File: config.mk
export PLATFORM = sky130hd
export DESIGN_NAME = rounded_rect_fill_raster
export DESIGN_NICKNAME = d
export VERILOG_FILES = /design/src/hw/rtl/rrf_pkg.sv /design/src/hw/rtl/rounded_rect_fill_raster.sv /design/src/hw/rtl/rrf_coverage.sv
export SDC_FILE = /design/constraint.sdc
export NUM_CORES = 2
export LEC_CHECK = 0
export ABC_AREA = 0
export BUFFER_PORTS_ARGS = -buffer_cell sky130_fd_sc_hd__buf_2
export CORE_MARGIN = 4
export CORE_UTILIZATION = 56
export DETAILED_ROUTE_END_ITERATION = 12
export MAX_ROUTING_LAYER = met4
export PLACE_DENSITY = 0.72
export SLEW_MARGIN = 20
export SYNTH_ARGS = -nofsm -noshare
export SYNTH_HDL_FRONTEND = slang
export SYNTH_HIERARCHICAL = 1
export SYNTH_SLANG_ARGS = --single-unit
File: constraint.sdc
create_clock -name i_clk -period 15.4 [get_ports i_clk]
set_clock_uncertainty 0.1 [all_clocks]
set_input_delay 3.08 -clock i_clk [delete_from_list [all_inputs] [get_ports i_clk]]
set_output_delay 3.08 -clock i_clk [all_outputs]
set_load 0.02 [all_outputs]
File: src/hw/rtl/rrf_pkg.sv
// Shared widths, limits and register indexes for the rounded rectangle fill rasterizer.
package rrf_pkg;

    localparam int unsigned MAX_DIM  = 4096;
    localparam int unsigned COORD_W  = $clog2(MAX_DIM);
    localparam int unsigned DIM_W    = COORD_W + 1;
    localparam int unsigned RAD_W    = 8;
    localparam int unsigned PITCH_W  = 16;
    localparam int unsigned ADDR_W   = 32;
    localparam int unsigned COLOR_W  = 32;
    localparam int unsigned CFG_IDX_W = 3;
    localparam int unsigned CFG_DATA_W = 32;

    localparam logic [CFG_IDX_W-1:0] REG_FRAME_BASE    = 3'd0;
    localparam logic [CFG_IDX_W-1:0] REG_ROW_PITCH     = 3'd1;
    localparam logic [CFG_IDX_W-1:0] REG_CORNER_RADIUS = 3'd2;
    localparam logic [CFG_IDX_W-1:0] REG_RECT_WIDTH    = 3'd3;
    localparam logic [CFG_IDX_W-1:0] REG_RECT_HEIGHT   = 3'd4;
    localparam logic [CFG_IDX_W-1:0] REG_FILL_COLOR    = 3'd5;

    localparam logic [DIM_W-1:0] MAX_DIM_V = DIM_W'(MAX_DIM);

    typedef logic [COORD_W-1:0] t_coord;
    typedef logic [DIM_W-1:0]   t_dim;

    // Clamp a configured size to 1 .. MAX_DIM.
    function automatic t_dim eff_dim(input t_dim v);
        t_dim res;
        if (v == '0) begin
            res = DIM_W'(1);
        end else if (v > MAX_DIM_V) begin
            res = MAX_DIM_V;
        end else begin
            res = v;
        end
        return res;
    endfunction

endpackage

File: src/hw/rtl/rounded_rect_fill_raster.sv
// Top level of the rounded rectangle fill rasterizer.
//
// Each request on the slave stream is one raster tick: it yields exactly one
// pixel on the master stream, in raster order over rect_width x rect_height.
// Slave tdata bit 0 is restart: set it to start over at column 0, row 0.
// Master tdata carries the pixel address (base + row*pitch + column, mod 2^32)
// and the fill color; tuser is the write enable, tlast marks the bottom-right
// pixel. After the last pixel the scan wraps and repeats the rectangle.
// Configuration registers are written through the cfg channel, which is always
// ready; write them only while no pixel is in flight.
// An accepted request passes two registers on its way to the master side:
// one input register holding the position, one result register after
// the address multiply-add and the corner distance test. Throughput is one
// pixel per cycle unless the receiver stalls; then the result register holds,
// the input register still takes one more request, and then tready drops.
// Reset clears the valid flags of both stages, the scan counters and all
// configuration registers to their defaults (pitch, width and height 1, others 0).
module rounded_rect_fill_raster (
    input  logic                              i_clk,
    input  logic                              i_rst_n,
    // configuration write channel
    input  logic                              i_cfg_valid,
    output logic                              o_cfg_ready,
    input  logic [rrf_pkg::CFG_IDX_W-1:0]     i_cfg_index,
    input  logic [rrf_pkg::CFG_DATA_W-1:0]    i_cfg_data,
    // slave stream
    input  logic                              i_s_axis_tvalid,
    output logic                              o_s_axis_tready,
    input  logic [7:0]                        i_s_axis_tdata,  // [0] restart, [7:1] zero
    // master stream
    output logic                              o_m_axis_tvalid,
    input  logic                              i_m_axis_tready,
    output logic [63:0]                       o_m_axis_tdata,  // [31:0] pixel_address,
                                                               // [63:32] pixel_color
    output logic                              o_m_axis_tuser,  // [0] write_enable
    output logic                              o_m_axis_tlast   // last_pixel
);
    import rrf_pkg::*;

    logic [ADDR_W-1:0]  r_base;
    logic [PITCH_W-1:0] r_pitch;
    logic [RAD_W-1:0]   r_radius;
    t_dim               r_width;
    t_dim               r_height;
    logic [COLOR_W-1:0] r_color;

    t_coord             r_col, r_row;
    t_coord             n_col, n_row;
    t_coord             cur_x, cur_y;

    logic               r_s1_valid;
    t_coord             r_s1_x, r_s1_y;

    logic               r_out_valid;
    logic [ADDR_W-1:0]  r_out_addr;
    logic               r_out_we;
    logic               r_out_last;

    t_dim               w_eff, h_eff;
    logic               accept_in, en_out;
    logic [COORD_W+PITCH_W-1:0] row_off;
    logic [ADDR_W-1:0]  n_addr;
    logic               n_we, n_last;

    assign o_cfg_ready = 1'b1;

    always_ff @(posedge i_clk) begin
        if (!i_rst_n) begin
            r_base   <= '0;
            r_pitch  <= PITCH_W'(1);
            r_radius <= '0;
            r_width  <= DIM_W'(1);
            r_height <= DIM_W'(1);
            r_color  <= '0;
        end else if (i_cfg_valid) begin
            case (i_cfg_index)
                REG_FRAME_BASE:    r_base   <= i_cfg_data;
                REG_ROW_PITCH:     r_pitch  <= i_cfg_data[PITCH_W-1:0];
                REG_CORNER_RADIUS: r_radius <= i_cfg_data[RAD_W-1:0];
                REG_RECT_WIDTH:    r_width  <= i_cfg_data[DIM_W-1:0];
                REG_RECT_HEIGHT:   r_height <= i_cfg_data[DIM_W-1:0];
                REG_FILL_COLOR:    r_color  <= i_cfg_data;
                default: begin
                end
            endcase
        end
    end

    assign w_eff = eff_dim(r_width);
    assign h_eff = eff_dim(r_height);

    assign en_out          = !r_out_valid || i_m_axis_tready;
    assign o_s_axis_tready = !r_s1_valid || en_out;
    assign accept_in       = i_s_axis_tvalid && o_s_axis_tready;

    assign cur_x = i_s_axis_tdata[0] ? '0 : r_col;
    assign cur_y = i_s_axis_tdata[0] ? '0 : r_row;

    always_comb begin
        n_col = cur_x;
        n_row = cur_y;
        if ((DIM_W'(cur_x) + DIM_W'(1)) >= w_eff) begin
            n_col = '0;
            if ((DIM_W'(cur_y) + DIM_W'(1)) >= h_eff) begin
                n_row = '0;
            end else begin
                n_row = cur_y + COORD_W'(1);
            end
        end else begin
            n_col = cur_x + COORD_W'(1);
        end
    end

    always_ff @(posedge i_clk) begin
        if (!i_rst_n) begin
            r_col      <= '0;
            r_row      <= '0;
            r_s1_valid <= 1'b0;
        end else begin
            if (accept_in) begin
                r_col <= n_col;
                r_row <= n_row;
            end
            if (o_s_axis_tready) begin
                r_s1_valid <= accept_in;
            end
        end
    end

    always_ff @(posedge i_clk) begin
        if (accept_in) begin
            r_s1_x <= cur_x;
            r_s1_y <= cur_y;
        end
    end

    assign row_off = r_s1_y * r_pitch;
    assign n_addr  = r_base + ADDR_W'(row_off) + ADDR_W'(r_s1_x);
    assign n_last  = (DIM_W'(r_s1_x) == (w_eff - DIM_W'(1)))
                  && (DIM_W'(r_s1_y) == (h_eff - DIM_W'(1)));

    rrf_coverage u_coverage (
        .i_x       (r_s1_x),
        .i_y       (r_s1_y),
        .i_w       (w_eff),
        .i_h       (h_eff),
        .i_r       (r_radius),
        .o_covered (n_we)
    );

    always_ff @(posedge i_clk) begin
        if (!i_rst_n) begin
            r_out_valid <= 1'b0;
        end else if (en_out) begin
            r_out_valid <= r_s1_valid;
        end
    end

    always_ff @(posedge i_clk) begin
        if (en_out && r_s1_valid) begin
            r_out_addr <= n_addr;
            r_out_we   <= n_we;
            r_out_last <= n_last;
        end
    end

    assign o_m_axis_tvalid = r_out_valid;
    assign o_m_axis_tdata  = {r_color, r_out_addr};
    assign o_m_axis_tuser  = r_out_we;
    assign o_m_axis_tlast  = r_out_last;

endmodule

File: src/hw/rtl/rrf_coverage.sv
// Coverage test of one pixel position against the rounded rectangle.
module rrf_coverage (
    input  rrf_pkg::t_coord          i_x,
    input  rrf_pkg::t_coord          i_y,
    input  rrf_pkg::t_dim            i_w,
    input  rrf_pkg::t_dim            i_h,
    input  logic [rrf_pkg::RAD_W-1:0] i_r,
    output logic                     o_covered
);
    import rrf_pkg::*;

    localparam int unsigned SW  = DIM_W + 2;
    localparam int unsigned SQW = 2 * SW;
    localparam int unsigned SUW = SQW + 1;

    logic signed [SW-1:0]  sx, sy, sw, sh, sr;
    logic signed [SW-1:0]  xr, yb, wmr, hmr;
    logic signed [SW-1:0]  dxl, dxr, dyt, dyb;
    logic signed [SQW-1:0] sq_xl, sq_xr, sq_yt, sq_yb, sq_r;
    logic signed [SUW-1:0] d_tl, d_tr, d_bl, d_br, rr;
    logic                  left, right, top, bottom, inner;

    assign sx  = signed'(SW'(i_x));
    assign sy  = signed'(SW'(i_y));
    assign sw  = signed'(SW'(i_w));
    assign sh  = signed'(SW'(i_h));
    assign sr  = signed'(SW'(i_r));

    assign wmr = sw - sr;
    assign hmr = sh - sr;
    assign xr  = wmr - SW'(1);
    assign yb  = hmr - SW'(1);

    assign dxl = sx - sr;
    assign dxr = sx - xr;
    assign dyt = sy - sr;
    assign dyb = sy - yb;

    assign sq_xl = dxl * dxl;
    assign sq_xr = dxr * dxr;
    assign sq_yt = dyt * dyt;
    assign sq_yb = dyb * dyb;
    assign sq_r  = sr * sr;

    assign d_tl = SUW'(sq_xl) + SUW'(sq_yt);
    assign d_tr = SUW'(sq_xr) + SUW'(sq_yt);
    assign d_bl = SUW'(sq_xl) + SUW'(sq_yb);
    assign d_br = SUW'(sq_xr) + SUW'(sq_yb);
    assign rr   = SUW'(sq_r);

    assign left   = sx < sr;
    assign right  = sx >= wmr;
    assign top    = sy < sr;
    assign bottom = sy >= hmr;
    assign inner  = ((sx >= sr) && (sx < wmr)) || ((sy >= sr) && (sy < hmr));

    assign o_covered = (i_r == '0) || inner
                    || (left  && top    && (d_tl < rr))
                    || (right && top    && (d_tr < rr))
                    || (left  && bottom && (d_bl < rr))
                    || (right && bottom && (d_br < rr));

endmodule

==> metrics.cfg <==
[synth]
yosysWarnings = 6
syn_inst = 6394
ys_seq_area_share_pct = 8.30
synth_most_common_cell = inv_1
synth_top_area_cell = fa_1
synth_edf_count = 58
synth_flop_cell = dfxtp_1
syn_avg_cell_area_sq_um = 8.57
yosys.area.top_type_share_pct = 32.9
yosys-top-cells-count = inv_1 (1303), fa_1 (899), nand2_1 (747)
ys_ff_latch = 198
synth_area_leaders = fa_1 (33%), ha_1 (16%), inv_1 (8.9%)
synthArstFlopShare_pct = 0
ys_types = 102
netlist_area_sq_mm = 0.0548

[route]
dr.first_iter.drc_count = 2852
dr.pass1.iters = 5
routed_wl_um = 142000
vias = 43700
wl_per_cell_um = 18.3
route.detailed.drc = 0
antenna_left = 0
viasPerCell = 5.63

[cells_and_area]
instances_no_fill = 7756
syn2layout_area_growth_pct = 5.52
fin_util_pct = 59.7
final_nets = 8115
drive_above_1_share_pct = 4.86
fin_area_sq_mm = 0.0578

[floorplan]
die_w_um = 321
initial_core_util_pct = 56.5
ios = 117
die-area_sq_mm = 0.103
coreArea_sq_mm = 0.0969
die_h_um = 321
num_rows = 114

[grt]
grt_usage_pct = 29.0
grt_pass1_wl_um = 233000
antenna_found_initial = 4
grt_max_degree = 68
grt-ovfl-total = 0
grt_pass1_vias = 45000

[clocking]
cts_tree = done
cts-buffers-inserted = 17
cts.root.buffer_cell = clkbuf_16
holdBufCountCts = 0
clock-sinks = 198
clk_pin_slew_ps = 80
htreeDepth = 4
clock_latency_ps = 470
clock_path_buffers = 2

[setup_path]
max_stage_delay_ps = 600
crit_top_cell = fa_1
start_kind = register
cp.arrival_ps = 14840
cp_slowest_cell = or4_4
worstPathRequired_ps = 15580
critPathCaptureType = register
critPathMaxFanout = 10
cpLargestDelayFamily = adder cells
cp_num_buf_inv = 9
critPathKind = reg2reg

[sta]
fin_crit_sh_pct = 95.2
tightest_slew_ps = 1240
holdWs_ps = 355
fin_crit_ps = 14670
hold_viol_final = 0
relSlewSlack_pct = 17.1
fmax_mhz = 68.2
setup_viol = 0
drv_slew = 0

[job]
drv_cap = 0

[place]
dpl.hpwl_um = 121000
finalWeightedCongestion = 0.983
place_area_sq_mm = 0.0570
dp.cells = 7714
port_buffers = 108

[hold_path]
hold_path.class = reg2reg

[status]
outcome = finished clean

## cell usage in the layout (no fill, tap or decap), types with 23 or more instances in the layout
| master | count |
|---|---|
| a211oi_1 | 36 |
| a21o_1 | 109 |
| a21oi_1 | 366 |
| a31oi_1 | 33 |
| and2_1 | 160 |
| and3_1 | 34 |
| buf_2 | 108 |
| buf_4 | 93 |
| dfxtp_1 | 140 |
| edfxtp_1 | 58 |
| fa_1 | 898 |
| ha_1 | 705 |
| inv_1 | 1302 |
| nand2_1 | 747 |
| nand2b_1 | 53 |
| nand3_1 | 83 |
| nand4_1 | 31 |
| nor2_1 | 337 |
| nor2b_1 | 79 |
| nor3_1 | 73 |
| o211ai_1 | 23 |
| o21a_1 | 40 |
| o21ai_0 | 168 |
| o21bai_1 | 42 |
| or3_1 | 25 |
| xnor2_1 | 229 |
| xor2_1 | 90 |
## worst paths after layout
path | startpoint | to | slack, ps | cells past startpoint
max reg2reg | r_width[7]$_SDFFE_PN0P_ | o_m_axis_tuser$_DFFE_PP_ | 730 | 59
max | r_width[7]$_SDFFE_PN0P_ | o_m_axis_tuser$_DFFE_PP_ | 730 | 59
min | r_color[22]$_SDFFE_PN0P_ | r_color[22]$_SDFFE_PN0P_ | 360 | 2
min reg2reg | r_color[22]$_SDFFE_PN0P_ | r_color[22]$_SDFFE_PN0P_ | 360 | 2
## sequential cells by signal, summed over array words and instances (netlist names)
register,flops
o_m_axis_tvalid,1
r_row,12
r_s1_x,12
r_width,13
r_base,32
r_col,12
r_s1_valid,1
r_out_addr,32
r_radius,8
r_s1_y,12
o_m_axis_tlast,1
r_pitch,16
r_color,32
o_m_axis_tuser,1
r_height,13
## kinds of logic (layout without fill, tap and decap cells)
family                   after synthesis  after routing  share of synthesized area [%]
AND/OR/NAND/NOR                     1728           1728                           14.7
flip-flops                           198            198                           8.30
other                                  2              9                         0.0137
buffers and inverters               1476           1555                           10.2
AO/OA/AOI/OAI                       1034           1034                           12.1
multiplexers                          22             22                          0.427
adder cells (fa/ha/maj)             1609           1609                           49.1
XOR/XNOR                             325            325                           5.26
## timing repair
item	4_1_cts	5_1_grt
buffers inserted	0	4
gates resized for setup	0	21
hold endpoints to repair	0	0
endpoints found under the setup margin	0	1
## stage by stage
step / setup WS [ps] / TNS, ps
finish: 732 / 0
global route: -60.6 / -60.6
CTS: 82.7 / 0
detailed placement: 177 / 0
global placement: 352 / 0
floorplan: 2140 / 0
## cell type report
type                            instances  area, sq um
Clock buffer                           17          425
Fill cell                            8578        39100
Multi-Input combinational cell       4723        44800
Sequential cell                       198         4540
Tap cell                             1276         1600
Timing Repair Buffer                  203         1280
Clock inverter                         15          159
Antenna cell                            4         10.0
Inverter                             1320         4960
## metal layers
metal,routed length [um],GRT usage [%],vias up
li1,-,-,20600
met1,58800,36.7,21600
met2,68900,48.6,1250
met3,7760,2.81,269
met4,6260,10.7,0
met5,0,-,-
## worst min-delay path: stages, from the launching register on
cell and delay, ps:
dfxtp_1 310, nand2_1 50, a21oi_1 50
Power is not shown: default switching activity piles up to over one toggle a cycle in this logic, so the estimate is an artifact.
